--- src/sv/tdx_pkg.sv ---
// Package for the triangular dither block: register index codes and
// noise generator constants. No dependencies.
`default_nettype none

package tdx_pkg;

   // Configuration register index
   localparam int CSR_INDEX_BITS = 2;
   typedef enum logic [CSR_INDEX_BITS-1:0] {
      CSR_DITHER_STRENGTH = 2'd0,
      CSR_LIMIT_LO        = 2'd1,
      CSR_LIMIT_HI        = 2'd2
   } csr_index_type;

   // Dither strength register
   localparam int STRENGTH_BITS = 8;
   typedef logic [STRENGTH_BITS-1:0] strength_type;

   // xorshift32 generator
   localparam int GEN_BITS = 32;
   typedef logic [GEN_BITS-1:0] gen_type;
   localparam gen_type GEN_SEED = 32'd1835364215;
   localparam int SHIFT_A = 13;
   localparam int SHIFT_B = 17;
   localparam int SHIFT_C = 5;

   // Sum of two centered draws: range [-2^32+2, 2^32-2]
   localparam int NOISE_BITS = GEN_BITS + 2;
   typedef logic signed [NOISE_BITS-1:0] noise_type;

endpackage

`default_nettype wire

--- src/sv/tdx_req_if.sv ---
// Input channel of the triangular dither block: valid/ready plus one sample
// and its last flag. No dependencies.
`default_nettype none

interface tdx_req_if #(
   parameter int SAMPLE_BITS = 24
);
   logic                          valid;
   logic                          ready;
   logic signed [SAMPLE_BITS-1:0] in_sample;
   logic                          in_last;

   modport source (output valid, output in_sample, output in_last, input ready);
   modport sink   (input valid, input in_sample, input in_last, output ready);
endinterface

`default_nettype wire

--- src/sv/tdx_rsp_if.sv ---
// Result channel of the triangular dither block: valid/ready plus one
// dithered sample and its last flag. No dependencies.
`default_nettype none

interface tdx_rsp_if #(
   parameter int SAMPLE_BITS = 24
);
   logic                          valid;
   logic                          ready;
   logic signed [SAMPLE_BITS-1:0] out_sample;
   logic                          out_last;

   modport source (output valid, output out_sample, output out_last, input ready);
   modport sink   (input valid, input out_sample, input out_last, output ready);
endinterface

`default_nettype wire

--- src/sv/tdx_noise.sv ---
// Triangular noise source: xorshift32 state, advanced two steps per noise value.
// Depends on tdx_pkg.
`default_nettype none

module tdx_noise (
   input  wire logic          clock,
   input  wire logic          reset,
   input  wire logic          advance,
   output tdx_pkg::noise_type noise
);
   import tdx_pkg::*;

   function automatic gen_type xorshift(input gen_type x);
      gen_type t;
      t = x ^ (x << SHIFT_A);
      t = t ^ (t >> SHIFT_B);
      t = t ^ (t << SHIFT_C);
      return t;
   endfunction

   gen_type gen_ff;
   gen_type draw1;
   gen_type draw2;

   // two successive draws from the current state
   always_comb begin
      draw1 = xorshift(gen_ff);
      draw2 = xorshift(draw1);
   end

   // sum of centered draws: r1 + r2 - 2^32
   assign noise = NOISE_BITS'({2'b00, draw1}) + NOISE_BITS'({2'b00, draw2})
                - NOISE_BITS'({2'b01, {GEN_BITS{1'b0}}});

   // generator state
   always_ff @(posedge clock) begin
      if (reset) begin
         gen_ff <= GEN_SEED;
      end else if (advance) begin
         gen_ff <= draw2;
      end
   end

endmodule

`default_nettype wire

--- src/sv/triangular_dither_xorshift.sv ---
// Top level of the triangular dither block: input register, scale/round/
// clamp logic and result register. Depends on tdx_pkg, tdx_req_if,
// tdx_rsp_if and tdx_noise.
//
// Adds triangular-PDF dither from an xorshift32 source to each signed sample
// and clamps the result between the low and high limit registers; the last
// flag rides along. Every sample in arrival order takes the next two
// generator draws, so interleaved channels share one noise stream. One
// transaction is taken per cycle while results are taken; each passes
// through the input register and then the result register, with the
// strength multiply between them, and waits in the input register while
// the result register still holds a result not yet taken. The result
// register lets a new transaction enter while a finished result is still
// waiting. Configuration writes are taken at any time but should only be
// made while the block is idle; a write to an unused index is ignored.
`default_nettype none

module triangular_dither_xorshift #(
   parameter int SAMPLE_BITS = 24
) (
   input  wire logic                          clock,
   input  wire logic                          reset,
   tdx_req_if.sink                            req_ch,
   tdx_rsp_if.source                          rsp_ch,
   input  wire logic                          csr_we,
   input  wire tdx_pkg::csr_index_type        csr_index,
   input  wire logic [SAMPLE_BITS-1:0]        csr_wdata
);
   import tdx_pkg::*;

   localparam int FACTOR_BITS = STRENGTH_BITS + 2;          // signed strength + 1
   localparam int PROD_BITS   = NOISE_BITS + FACTOR_BITS;
   localparam int DITH_BITS   = PROD_BITS - GEN_BITS;       // after >>> 32
   localparam int V_BITS      = SAMPLE_BITS + 5;            // above DITH_BITS

   // configuration registers
   strength_type                  strength_ff;
   logic signed [SAMPLE_BITS-1:0] lim_lo_ff;
   logic signed [SAMPLE_BITS-1:0] lim_hi_ff;

   always_ff @(posedge clock) begin
      if (reset) begin
         strength_ff <= '0;
         lim_lo_ff   <= {1'b1, {(SAMPLE_BITS-1){1'b0}}};
         lim_hi_ff   <= {1'b0, {(SAMPLE_BITS-1){1'b1}}};
      end else if (csr_we) begin
         case (csr_index)
            CSR_DITHER_STRENGTH: strength_ff <= csr_wdata[STRENGTH_BITS-1:0];
            CSR_LIMIT_LO:        lim_lo_ff   <= csr_wdata;
            CSR_LIMIT_HI:        lim_hi_ff   <= csr_wdata;
            default: ;
         endcase
      end
   end

   // handshake
   logic s1_valid_ff;
   logic rsp_valid_ff;
   logic s2_load;
   logic req_take;

   assign s2_load      = s1_valid_ff && (!rsp_valid_ff || rsp_ch.ready);
   assign req_ch.ready = !s1_valid_ff || s2_load;
   assign req_take     = req_ch.valid && req_ch.ready;

   // noise source advances once per accepted transaction
   noise_type noise;

   tdx_noise u_noise (
      .clock   (clock),
      .reset   (reset),
      .advance (req_take),
      .noise   (noise)
   );

   // input register
   logic signed [SAMPLE_BITS-1:0] sample_ff;
   logic                          last_ff;
   noise_type                     noise_ff;

   always_ff @(posedge clock) begin
      if (reset) begin
         s1_valid_ff <= 1'b0;
      end else if (req_ch.ready) begin
         s1_valid_ff <= req_ch.valid;
      end
      if (req_take) begin
         sample_ff <= req_ch.in_sample;
         last_ff   <= req_ch.in_last;
         noise_ff  <= noise;
      end
   end

   // scale, round, add to sample, clamp
   logic signed [FACTOR_BITS-1:0] factor;
   logic signed [PROD_BITS-1:0]   scaled;
   logic signed [PROD_BITS-1:0]   rounded;
   logic signed [DITH_BITS-1:0]   dith;
   logic signed [V_BITS-1:0]      v_sum;
   logic signed [V_BITS-1:0]      v_lim;
   logic signed [V_BITS-1:0]      lo_ext;
   logic signed [V_BITS-1:0]      hi_ext;
   logic signed [SAMPLE_BITS-1:0] result_in;

   always_comb begin
      factor  = FACTOR_BITS'({1'b0, strength_ff}) + FACTOR_BITS'(1);
      scaled  = PROD_BITS'(noise_ff) * PROD_BITS'(factor);
      rounded = scaled + PROD_BITS'({1'b1, {(GEN_BITS-1){1'b0}}});
      dith    = rounded[PROD_BITS-1:GEN_BITS];
      v_sum   = V_BITS'(sample_ff) + V_BITS'(dith);
      lo_ext  = V_BITS'(lim_lo_ff);
      hi_ext  = V_BITS'(lim_hi_ff);
      // high limit first, then low limit wins when limits are inverted
      v_lim   = v_sum;
      if (v_lim > hi_ext) begin
         v_lim = hi_ext;
      end
      if (v_lim < lo_ext) begin
         v_lim = lo_ext;
      end
      result_in = v_lim[SAMPLE_BITS-1:0];
   end

   // result register
   logic signed [SAMPLE_BITS-1:0] out_sample_ff;
   logic                          out_last_ff;

   always_ff @(posedge clock) begin
      if (reset) begin
         rsp_valid_ff <= 1'b0;
      end else if (!rsp_valid_ff || rsp_ch.ready) begin
         rsp_valid_ff <= s1_valid_ff;
      end
      if (s2_load) begin
         out_sample_ff <= result_in;
         out_last_ff   <= last_ff;
      end
   end

   assign rsp_ch.valid      = rsp_valid_ff;
   assign rsp_ch.out_sample = out_sample_ff;
   assign rsp_ch.out_last   = out_last_ff;

endmodule

`default_nettype wire

--- src/flat_wrapper.sv ---
// flat-port wrapper written by rule: the top's interface ports become plain ports
module triangular_dither_xorshift_flat import tdx_pkg::*;
#(
   parameter int SAMPLE_BITS = 24
)
  (clock, reset, csr_we, csr_index, csr_wdata, req_ch_valid, req_ch_in_sample, req_ch_in_last, req_ch_ready, rsp_ch_valid, rsp_ch_out_sample, rsp_ch_out_last, rsp_ch_ready);
  tdx_req_if #(.SAMPLE_BITS(SAMPLE_BITS)) req_ch_i ();
  tdx_rsp_if #(.SAMPLE_BITS(SAMPLE_BITS)) rsp_ch_i ();
  input  wire logic clock;
  input  wire logic reset;
  input  wire logic csr_we;
  input  wire tdx_pkg::csr_index_type csr_index;
  input  wire logic [SAMPLE_BITS-1:0] csr_wdata;
  input wire logic [$bits(req_ch_i.valid)-1:0] req_ch_valid;
  input wire logic [$bits(req_ch_i.in_sample)-1:0] req_ch_in_sample;
  input wire logic [$bits(req_ch_i.in_last)-1:0] req_ch_in_last;
  output wire logic [$bits(req_ch_i.ready)-1:0] req_ch_ready;
  output wire logic [$bits(rsp_ch_i.valid)-1:0] rsp_ch_valid;
  output wire logic [$bits(rsp_ch_i.out_sample)-1:0] rsp_ch_out_sample;
  output wire logic [$bits(rsp_ch_i.out_last)-1:0] rsp_ch_out_last;
  input wire logic [$bits(rsp_ch_i.ready)-1:0] rsp_ch_ready;
  assign req_ch_i.valid = req_ch_valid;
  assign req_ch_i.in_sample = req_ch_in_sample;
  assign req_ch_i.in_last = req_ch_in_last;
  assign req_ch_ready = req_ch_i.ready;
  assign rsp_ch_valid = rsp_ch_i.valid;
  assign rsp_ch_out_sample = rsp_ch_i.out_sample;
  assign rsp_ch_out_last = rsp_ch_i.out_last;
  assign rsp_ch_i.ready = rsp_ch_ready;
  triangular_dither_xorshift #(.SAMPLE_BITS(SAMPLE_BITS)) u_core (.clock(clock), .reset(reset), .req_ch(req_ch_i), .rsp_ch(rsp_ch_i), .csr_we(csr_we), .csr_index(csr_index), .csr_wdata(csr_wdata));
endmodule
--- config.mk ---
export PLATFORM = sky130hd
export DESIGN_NAME = triangular_dither_xorshift_flat
export DESIGN_NICKNAME = d
export VERILOG_FILES = /design/src/sv/tdx_pkg.sv /design/src/sv/tdx_req_if.sv /design/src/sv/tdx_rsp_if.sv /design/src/sv/tdx_noise.sv /design/src/sv/triangular_dither_xorshift.sv /design/src/flat_wrapper.sv
export SDC_FILE = /design/constraint.sdc
export NUM_CORES = 1
export LEC_CHECK = 0
export ABC_CLOCK_PERIOD_IN_PS = 15260
export BUFFER_PORTS_ARGS = -buffer_cell sky130_fd_sc_hd__buf_2
export CAP_MARGIN = 20
export CORE_UTILIZATION = 35
export CTS_CLUSTER_SIZE = 10
export DETAILED_ROUTE_END_ITERATION = 12
export GPL_TIMING_DRIVEN = 0
export PLACE_DENSITY = 0.6
export SLEW_MARGIN = 20
export SYNTH_ARGS = -nofsm -noshare
export SYNTH_HDL_FRONTEND = slang
export SYNTH_SLANG_ARGS = --single-unit
--- constraint.sdc ---
create_clock -name clock -period 15.26 [get_ports clock]
set_input_delay 3.052 -clock clock [delete_from_list [all_inputs] [get_ports clock]]
set_output_delay 3.052 -clock clock [all_outputs]
set_load 0.02 [all_outputs]
Word level (Yosys, flattened, before mapping):

Index checks and enable logic that the tools add are counted.

* register bits after elaboration: 174
* input bits: 56
* output and inout bits: 27
* logic and storage cells: 39

* $add $sub $neg: 5
* multipliers: 1
* $lt $le $gt $ge: 2
* equality and inequality tests: 2
* multiplexer cells: 2
* bitwise logic cells: 6
* reductions and logical operators: 10

Operators with widths (count)
* $xor A32 B32 Y32: 4
* $xor A32 B15 Y32: 2
* $add A44 B32 Y44 const B: 1
* $mul A34 B10 Y44: 1
* $sub A34 B33 Y34 const B: 1
* $add A32 B32 Y33: 1
* $lt A29 B24 Y1: 1
* $mux W29: 1
* $add A24 B12 Y25: 1
* $gt A25 B24 Y1: 1
* $mux W24: 1
* $add A8 B1 Y9 const B: 1
* $reduce_and A2 Y1: 3
* $eq A2 B1 Y1 const B: 1
* $eq A2 B2 Y1 const B: 1
* $logic_and A1 B1 Y1: 2
* $logic_not A1 Y1: 2
* $logic_not A2 Y1: 1
* $logic_or A1 B1 Y1: 2

Longest topological paths before layout:

Gate-level depths: netlist (run 1).

* depth after elaboration: 8
* depth in mapped cells: 63
* mapped depth without buffers: 59

Hierarchy:

A second synthesis (run 1) with hierarchy kept.

* cells, all modules: 2447
* area total of the unflattened synthesis: 22645.5 um^2

By module, submodules not included
* triangular_dither_xorshift: times used 1, cells each 1897, area each 17845.9 um^2, seq. area each 3683.5 um^2
* tdx_noise: times used 1, cells each 550, area each 4799.6 um^2, seq. area each 640.6 um^2

Worst setup path before layout (run 1):

Ideal clock, no wire load.

* kind: register to register
* start point: register u_core.strength_ff[0]
* end point: register u_core.out_sample_ff[10] (netlist: u_core.rsp_ch.out_sample[10]), data pin
* setup time: 0.260 ns
* arrival: 13.310 ns
* data required time: 15.000 ns
* path slack: 1.690 ns
* cell stages (with the launch flop): 61
* buffers on the path: 5
* clock period less this slack: 13.570 ns
* cells stage by stage: dfxtp_1 ha_1 nand3_1 nor2_1 xor2_1 clkbuf_1 nand2_1 fa_1 inv_1 fa_1 fa_1 fa_1 inv_1 fa_1 inv_1 ha_1 a21o_1 a21o_1 [... 25 more ...] or2_2 clkbuf_1 clkbuf_1 nand2_1 o21ai_0 ha_1 a21o_1 a21o_1 a21o_1 a21o_1 a21o_1 a21o_1 a21o_1 a21oi_1 nor2_1 a21oi_1 clkbuf_1 mux2_2

* word-level cells in the longest chain between the ends: 8

RTL lines
* start, declared: line triangular_dither_xorshift.sv:37 `strength_type strength_ff;`
* start signal, assigned: line triangular_dither_xorshift.sv:48 `CSR_DITHER_STRENGTH: strength_ff <= csr_wdata[STRENGTH_BITS-1:0];`
* $add A8 B1 Y9 *: line triangular_dither_xorshift.sv:106 `factor = FACTOR_BITS'({1'b0, strength_ff}) + FACTOR_BITS'(1);`
* $mul A34 B10 Y44 *: line triangular_dither_xorshift.sv:107 `scaled = PROD_BITS'(noise_ff) * PROD_BITS'(factor);`
* $add A44 B32 Y44 *: line triangular_dither_xorshift.sv:108 `rounded = scaled + PROD_BITS'({1'b1, {(GEN_BITS-1){1'b0}}});`
* $add A24 B12 Y25 *: line triangular_dither_xorshift.sv:110 `v_sum = V_BITS'(sample_ff) + V_BITS'(dith);`
* $gt A25 B24 Y1: line triangular_dither_xorshift.sv:115 `if (v_lim > hi_ext) begin`
* $mux W29 *: line triangular_dither_xorshift.sv:115
* $lt A29 B24 Y1: line triangular_dither_xorshift.sv:118 `if (v_lim < lo_ext) begin`
* $mux W24 *: line triangular_dither_xorshift.sv:118
* net u_core.v_lim[10]: line triangular_dither_xorshift.sv:100 `logic signed [V_BITS-1:0] v_lim;`
* end signal, assigned: line triangular_dither_xorshift.sv:135 `out_sample_ff <= result_in;`
* end, declared: line triangular_dither_xorshift.sv:125 `logic signed [SAMPLE_BITS-1:0] out_sample_ff;`

Mark *: on every way through the listed nets, which the timed path passes. The rest lies on a longest branch.
A chain may end at the register's enable or synchronous reset.

Worst setup path in the final report (run 1):

* start point: register u_core.strength_ff[0]
* end point: register u_core.out_sample_ff[4] (netlist: u_core.rsp_ch.out_sample[4]), data pin

Same word-level chain as after synthesis.

==> impl_metrics.toml, run 1 <==
[sta]
finalCriticalPeriod_ps = 14460
tns_ps = 0
slew_headroom_pct = 42.0
rsz0062_at_grt = "false"
finClkSkew_ps = 13.3
hold_viol = 0
max_freq_mhz = 69.2
slew_viol_final = 0
period_share_pct = 94.8
setup-violations-final = 0
worst_pin_slew_ps = 869

[clock_network]
clkSinkCount = 173
clk_pin_slew_ps = 70
cts_inserted_buffers = 17
cts_tree = "yes"
root_buffer = "clkbuf_16"
clock_path_buffers = 2
cts-htree-levels = 4
clkLatencyLatePin_ps = 460
hold_buffers = 0

[drt]
num_vias = 16500
wl_per_cell_um = 16.9
routed_wirelength_um = 56300
vias_per_cell = 4.96
drcViolationCount = 0
firstDrtPassIters = 5
final_antenna_net_count = 0
drt_iter0_drc = 874

[global_routing]
grt_pass1_vias = 17300
grt_pass1_wl_um = 91000
grt.overflow.total = 0
track_usage_pct = 18.2
antenna_found_initial = 0
grt_max_degree = 49

[floorplanning]
die_w_um = 252
die_h_um = 252
io_pins = 83
std_cell_rows = 91
core_um2 = 61600
dieArea_um2 = 63300
start_util_pct = 35.4

[placed_design]
portBuffers = 81
dpl.hpwl_um = 45600
gp_congestion = 0.890
placedCellCount = 3300
place_area_um2 = 23400

[status]
status = "finished, final reports clean"

[synth]
synth-edff-count = 83
syn_avg_cell_area_um2 = 9.17
synthArstFlopShare_pct = 0
synth_cell_type_count = 78
synth-seq-cells = 173
ys_warn_count = 0
ys.flop_type = "dfxtp_1"
netlist_area_um2 = 21800
yosysSeqAreaShare_pct = 19.7
syn_inst = 2379
syn_nets = 2913

[final_layout]
final_cells = 3334
register_area_um2 = 4300
nNetsFinal = 3018
area_delta_synth_final_pct = 11.0
diodes = 0
fin_area_um2 = 24200
fin_util_pct = 39.3
drive_above_1_share_pct = 8.97
multiInputGateArea_um2 = 15900
n_fill_cell = 6166

[worst_setup_path]
cp_data_required_time_ps = 15460
cp-startpoint = "u_core.strength_ff[0]"
path_common_cell = "a21o_1"
slowest_delay_ps = 560
cp_num_buf_inv = 8
cp-start-kind = "register"
cp_max_fo = 10
slowest_stage = "fa_1"
arrival_ps = 14660
critPathKind = "reg -> reg"
r2r_start = "u_core.strength_ff[0]"
critPathCaptureType = "register"
crit_family = "compound AO/OA/AOI/OAI gates"

[hold_path]
hold_class = "reg -> reg"
hold_start = "u_core.last_ff"

[job]
maxCapViolCount = 0
layout make-up:
cell class / instances / share of cell area, %
multi-input cells: 1711 / 65.6
repair buffers: 87 / 2.01
clock inverters: 14 / 0.610
well taps: 837 / 4.33
inverters: 394 / 6.12
clock buffers: 18 / 1.77
flip-flops and latches: 173 / 17.8
plain buffers: 100 / 1.75
cell usage after synthesis, types with 21 or more instances:
library cell | number | area share [%]
a21o_1 | 66 | 2.3
ha_1 | 233 | 13
a211o_1 | 30 | 1.2
inv_1 | 393 | 6.8
edfxtp_1 | 83 | 11
nand4_1 | 21 | 0.60
nor2_1 | 93 | 1.6
xnor2_1 | 132 | 5.3
and2_1 | 49 | 1.4
o21ai_0 | 42 | 0.96
nand2_1 | 331 | 5.7
clkbuf_1 | 78 | 1.3
a21oi_1 | 99 | 2.3
mux2_2 | 34 | 1.8
fa_1 | 245 | 22
dfxtp_1 | 90 | 8.3
xor2_1 | 62 | 2.5
nor2b_1 | 74 | 2.1
cells in the final DEF, fill, tap and decap left out, drive strengths merged, types with 4 or more instances in the layout:
master and instances:
a211o 30, a211oi 8, a21o 66, a21oi 99, a311oi 4, a31oi 9, and2 49, and3 7
buf 110, clkbuf 95, dfxtp 90, edfxtp 83, fa 245, ha 233, inv 405, mux2 34
mux2i 11, nand2 331, nand2b 13, nand3 13, nand3b 20, nand4 21, nor2 93, nor2b 74
nor3 17, nor3b 4, nor4 6, o21a 5, o21ai 44, o21bai 12, o22ai 4, o31ai 4
xnor2 134, xnor3 8, xor2 63, xor3 6
per-stage QoR:
step	worst slack (ps)	hold WS (ps)
floorplan	1690	400
global placement	-3170	401
detailed placement	-2320	405
CTS	56.7	428
global route	6.14	444
finish	799	431
state kept, by name, indices dropped and copies added (netlist names):
| signal | cells |
|---|---|
| u_core.sample_ff | 24 |
| u_core.lim_lo_ff | 24 |
| u_core.rsp_ch.valid | 1 |
| u_core.strength_ff | 8 |
| u_core.noise_ff | 33 |
| u_core.last_ff | 1 |
| u_core.lim_hi_ff | 24 |
| u_core.s1_valid_ff | 1 |
| u_core.rsp_ch.out_sample | 24 |
| u_core.u_noise.gen_ff | 32 |
| u_core.rsp_ch.out_last | 1 |
metal layers:
layer,track usage (%),part of all wire [%]
met1,24.3,45
met2,30.8,47
met3,2.25,5.1
met4,5.07,2.0
met5,0,0
kinds of logic after synthesis:
family / after synthesis / share of synthesized area [%]
buffers and inverters: 495 / 8.58
adder cells (fa/ha/maj): 478 / 35.9
XOR/XNOR: 211 / 9.63
AO/OA/AOI/OAI: 314 / 9.74
AND/OR/NAND/NOR: 663 / 14.3
multiplexers: 45 / 2.26
flip-flops: 173 / 19.7
worst reg2reg max path: cells and delay by family (launching register included):
kind	cells	cell delay [ps]
adder cells (fa/ha/maj)	10	4110
AND/OR/NAND/NOR	9	1210
flip-flops	1	450
AO/OA/AOI/OAI	30	5930
XOR/XNOR	3	660
buffers and inverters	8	1460
multiplexers	1	400
worst paths after layout:
kind	endpoint	slack, ps	cells after the start
min reg2reg	u_core.rsp_ch.out_last	430	0
min	u_core.rsp_ch.out_last	430	0
max reg2reg	u_core.rsp_ch.out_sample[4]	800	61
max	u_core.rsp_ch.out_sample[4]	800	61
what timing repair did:
item | in CTS | in global routing
endpoints found under the setup margin | 24 | 24
resized for setup | 34 | 35
setup buffers | 0 | 3
pin swaps | 0 | 2
Power of run 1 is left out: the tool's default activity adds up to more than one toggle a clock period on the data nets, which glitch-free logic cannot reach.
==> run 2: changes to the inputs <==
--- a/config.mk
+++ b/config.mk
@@ -6,13 +6,13 @@
 export NUM_CORES = 1
 export LEC_CHECK = 0
 export ABC_CLOCK_PERIOD_IN_PS = 15260
-export BUFFER_PORTS_ARGS = -buffer_cell sky130_fd_sc_hd__buf_2
 export CAP_MARGIN = 20
 export CORE_UTILIZATION = 35
 export CTS_CLUSTER_SIZE = 10
 export DETAILED_ROUTE_END_ITERATION = 12
+export DONT_BUFFER_PORTS = 1
 export GPL_TIMING_DRIVEN = 0
-export PLACE_DENSITY = 0.6
+export PLACE_DENSITY = 0.59
 export SLEW_MARGIN = 20
 export SYNTH_ARGS = -nofsm -noshare
 export SYNTH_HDL_FRONTEND = slang
==> impl_metrics.toml, run 2 (same netlist as run 1, synthesis figures left out) <==
[sta]
finClkSkew_ps = 11.6
slew_viol_final = 0
slew_headroom_pct = 44.2
setup_ws_ps = 771
rsz0062_at_grt = "false"
hold_viol = 0
max_freq_mhz = 69.0
worst_pin_slew_ps = 835
finalCriticalPeriod_ps = 14490
setup-violations-final = 0
period_share_pct = 94.9

[drt]
drcViolationCount = 0
firstDrtPassIters = 5
routed_wirelength_um = 56100
wl_per_cell_um = 17.2
final_antenna_net_count = 0
num_vias = 16000
drt_iter0_drc = 777
vias_per_cell = 4.93

[global_routing]
track_usage_pct = 18.2
grt_max_degree = 40
grt_pass1_wl_um = 90900
antenna_found_initial = 0
grt_pass1_vias = 16900
grt.overflow.total = 0

[clock_network]
cts-htree-levels = 4
clock_path_buffers = 2
clk_pin_slew_ps = 80
cts_inserted_buffers = 17
clkLatencyLatePin_ps = 460
clkSinkCount = 173
root_buffer = "clkbuf_16"
cts_tree = "yes"

[status]
status = "finished, final reports clean"

[worst_setup_path]
slowest_delay_ps = 550
critPathKind = "reg -> reg"
slowest_stage = "fa_1"
cp_data_required_time_ps = 15470
arrival_ps = 14690
critPathCaptureType = "register"
cp_max_fo = 13
path_common_cell = "a21o_1"
cp-start-kind = "register"
rrSetupSlack_ps = 770

[placed_design]
gp_congestion = 0.903
pre_cts_slack_ps = -2240
dpl.hpwl_um = 45700
placedCellCount = 3218
portBuffers = 0

[final_layout]
layout_commonest_cell = "inv_1"
regMostFlops = "u_core.noise_ff"
nNetsFinal = 2938
diodes = 0
n_fill_cell = 6183
largestRegisters = "u_core.noise_ff (33), u_core.u_noise.gen_ff (32)"
layout_common_cells = "393 x inv_1, 331 x nand2_1, 245 x fa_1"
final_cells = 3254
drive_above_1_share_pct = 6.00
largest_reg_flops = 33
area_delta_synth_final_pct = 9.24

[floorplanning]
die_w_um = 252
start_util_pct = 35.4
die_h_um = 252
std_cell_rows = 91
io_pins = 83
core_um2 = 61600
dieArea_um2 = 63300

[job]
maxCapViolCount = 0

[hold_path]
hold_class = "reg -> reg"
==> run 2: changes by cell type in the layout (fill, tap and decap cells not counted), moves of 2 or more <==
cell / delta
clkbuf_4: -4
clkinv_8: +2
clkinv_4: +2
buf_4: +3
buf_2: -81
inv_6: -4
==> run 2: metrics by stage <==
step / hold WS (ps) / TNS [ps] / utilization, % / area, um^2
after floorplan: 400 / 0 / - / 21800
after global routing: 444 / 0 / 38.7 / 23800
after detailed placement: 421 / -50910 / 37.2 / 22900
final: 441 / 0 / 38.7 / 23800
after CTS: 445 / 0 / 38.4 / 23700
after global placement: 402 / -75740 / 37.1 / 22900
==> run 2: path summary, 6_finish.rpt <==
check	start	to	cells after the start
min	u_core.last_ff	u_core.rsp_ch.out_last	0
min reg2reg	u_core.last_ff	u_core.rsp_ch.out_last	0
max reg2reg	u_core.strength_ff[0]	u_core.rsp_ch.out_sample[4]	59
max	u_core.strength_ff[0]	u_core.rsp_ch.out_sample[4]	59
==> run 2: layout make-up <==
| cell class | instances | area [um^2] | area share, % |
|---|---|---|---|
| Sequential cell | 173 | 4300 | 18.0 |
| Multi-Input combinational cell | 1711 | 15900 | 66.7 |
| Clock buffer | 18 | 439 | 1.84 |
| Clock inverter | 14 | 170 | 0.714 |
| Timing Repair Buffer | 6 | 73.8 | 0.310 |
| Buffer | 101 | 425 | 1.79 |
| Inverter | 394 | 1480 | 6.22 |
| Tap cell | 837 | 1050 | 4.40 |
==> run 2: worst max-delay path: cells and delay by family, from the launching register on <==
family	cells	cell delay (ps)
xor+xnor	3	730
flops	1	450
compound gates	21	4120
simple gates	14	2440
mux	1	390
buf+inv	10	2060
fa+ha+maj	10	4020
==> run 2: what timing repair did <==
action | CTS | global route
hold buffers | 0 | 0
resized for setup | 29 | 44
pin swaps | 0 | 3
endpoints found under the setup margin | 24 | 24
buffers inserted | 0 | 4
hold endpoints to repair | 0 | 0
==> run 2: metal layers <==
layer  vias up  GRT usage (%)  part of all wire (%)
met1      7934           24.8                    46
met3        55           2.22                   4.9
met5         -              0                     0
met2       347           30.4                    47
met4         0           4.60                   1.9
li1       7694              -                     -
Power of run 2 is left out for the same reason.
==> run 3: changes to the inputs <==
--- a/config.mk
+++ b/config.mk
@@ -12,7 +12,7 @@
 export DETAILED_ROUTE_END_ITERATION = 12
 export DONT_BUFFER_PORTS = 1
 export GPL_TIMING_DRIVEN = 0
-export PLACE_DENSITY = 0.59
+export PLACE_DENSITY = 0.53
 export SLEW_MARGIN = 20
 export SYNTH_ARGS = -nofsm -noshare
 export SYNTH_HDL_FRONTEND = slang
==> impl_metrics.toml, run 3 (same netlist as run 1, synthesis figures left out) <==
[status]
status = "complete, but fails checks"
violations = "DRC"

[final_layout]
largestRegisters = "u_core.noise_ff (33), u_core.u_noise.gen_ff (32)"
layout_common_cells = "393 x inv_1, 331 x nand2_1, 245 x fa_1"
layout_commonest_cell = "inv_1"
nNetsFinal = 2935
largest_reg_flops = 33
diodes = 0
drive_above_1_share_pct = 6.09
regMostFlops = "u_core.noise_ff"
area_delta_synth_final_pct = 9.32

[worst_setup_path]
r2r_cells = 58
critPathCaptureType = "register"
slowest_delay_ps = 560
r2r-end = "u_core.rsp_ch.out_sample[6]"
arrival_ps = 14600
crit_family = "compound AO/OA/AOI/OAI gates"
cp_max_fo = 10
cp_data_required_time_ps = 15460
cp_num_buf_inv = 7
critPathKind = "reg -> reg"
path_common_cell = "a21o_1"
r2r_start = "u_core.strength_ff[0]"
cp-start-kind = "register"
rrSetupSlack_ps = 860
slowest_stage = "fa_1"

[sta]
period_share_pct = 94.4
max_freq_mhz = 69.5
worst_pin_slew_ps = 799
finalHoldWorstSlack_ps = 435
slew_viol_final = 0
finClkSkew_ps = 15.9
slew_headroom_pct = 46.6
setup_ws_ps = 861
setup-violations-final = 0
finalCriticalPeriod_ps = 14400
hold_viol = 0

[clock_network]
cts_tree = "yes"
clkSinkCount = 173
clk_pin_slew_ps = 80
root_buffer = "clkbuf_16"
clkLatencyLatePin_ps = 460
clock_path_buffers = 2
hold_buffers = 0
cts-htree-levels = 4
cts_inserted_buffers = 17

[global_routing]
grt_pass1_wl_um = 91700
antenna_found_initial = 0
grt_pass1_vias = 16800
track_usage_pct = 18.5
grt_max_degree = 44
grt.overflow.total = 0

[drt]
drt_iter0_drc = 889
vias_per_cell = 4.94
drcViolationCount = 1
wl_per_cell_um = 17.5
firstDrtPassIters = 9
routed_wirelength_um = 56800
final_antenna_net_count = 0
num_vias = 16100

[floorplanning]
die_h_um = 252
start_util_pct = 35.4
io_pins = 83
die_w_um = 252
core_um2 = 61600
std_cell_rows = 91
dieArea_um2 = 63300

[hold_path]
hold_depth = 0
hold_path_end = "u_core.rsp_ch.out_last"
hold_start = "u_core.last_ff"
hold_class = "reg -> reg"

[placed_design]
dpl.hpwl_um = 46400
pre_cts_slack_ps = -2330
portBuffers = 0
gp_congestion = 0.891

[job]
maxCapViolCount = 0
run 3: changes by cell type in the layout (fill, tap and decap cells not counted), moves of 2 or more:
cell      delta
clkinv_8     +5
buf_4        -3
inv_8        -3
clkbuf_1     -2
clkbuf_4     +2
clkinv_4     -2
xnor2_1      -2
xnor2_2      +2
run 3: through the flow:
stage               TNS [ps]  util [%]  cells  area (um^2)
finish                     0      38.7   3251        23800
global route           -33.0      38.7   3251        23800
CTS                        0      38.5   3250        23700
detailed placement    -52910      37.2   3218        22900
global placement      -83110      37.1   3216        22900
floorplan                  0         -   2379        21800
run 3: how the worst max path moves through the flow:
stage,slack (ps),cells after the start,to,start
CTS,20,59,u_core.rsp_ch.out_sample[5],u_core.strength_ff[0]
detailed placement,-2330,58,u_core.rsp_ch.out_sample[5],u_core.strength_ff[0]
global route,-10,60,u_core.rsp_ch.out_sample[5],u_core.strength_ff[0]
finish,860,58,u_core.rsp_ch.out_sample[6],u_core.strength_ff[0]
floorplan,1690,60,u_core.rsp_ch.out_sample[10],u_core.strength_ff[0]
global placement,-3570,57,u_core.rsp_ch.out_sample[3],u_core.strength_ff[0]
run 3: repair_timing:
action                                  4_1_cts  5_1_grt
buffers inserted                              0        1
resized for setup                            32       50
endpoints found under the setup margin       24       24
endpoints found under the hold margin         0        0
pin swaps                                     0        4
run 3: cell type report:
| type | instances | area (um^2) |
|---|---|---|
| Multi-Input combinational cell | 1711 | 15900 |
| Fill cell | 6181 | 37800 |
| Timing Repair Buffer | 3 | 38.8 |
| Inverter | 394 | 1480 |
| Sequential cell | 173 | 4300 |
| Clock inverter | 14 | 188 |
| Buffer | 101 | 430 |
| Tap cell | 837 | 1050 |
| Clock buffer | 18 | 450 |
run 3: layer usage:
| metal | global-route usage, % | vias to the layer above | wire (um) |
|---|---|---|---|
| li1 | - | 7683 | - |
| met1 | 25.3 | 8000 | 26700 |
| met2 | 31.1 | 335 | 26800 |
| met3 | 2.16 | 45 | 2400 |
| met4 | 4.15 | 0 | 865 |
| met5 | 0 | - | 0 |
run 3: worst register-to-register path: cells and delay by family, from the launching register on:
family / cells / cell delay (ps)
XOR/XNOR: 3 / 900
buffers and inverters: 7 / 1330
AO/OA/AOI/OAI: 29 / 5560
AND/OR/NAND/NOR: 8 / 1410
adder cells (fa/ha/maj): 10 / 4090
multiplexers: 1 / 400
flip-flops: 1 / 450
Power of run 3 is left out for the same reason.
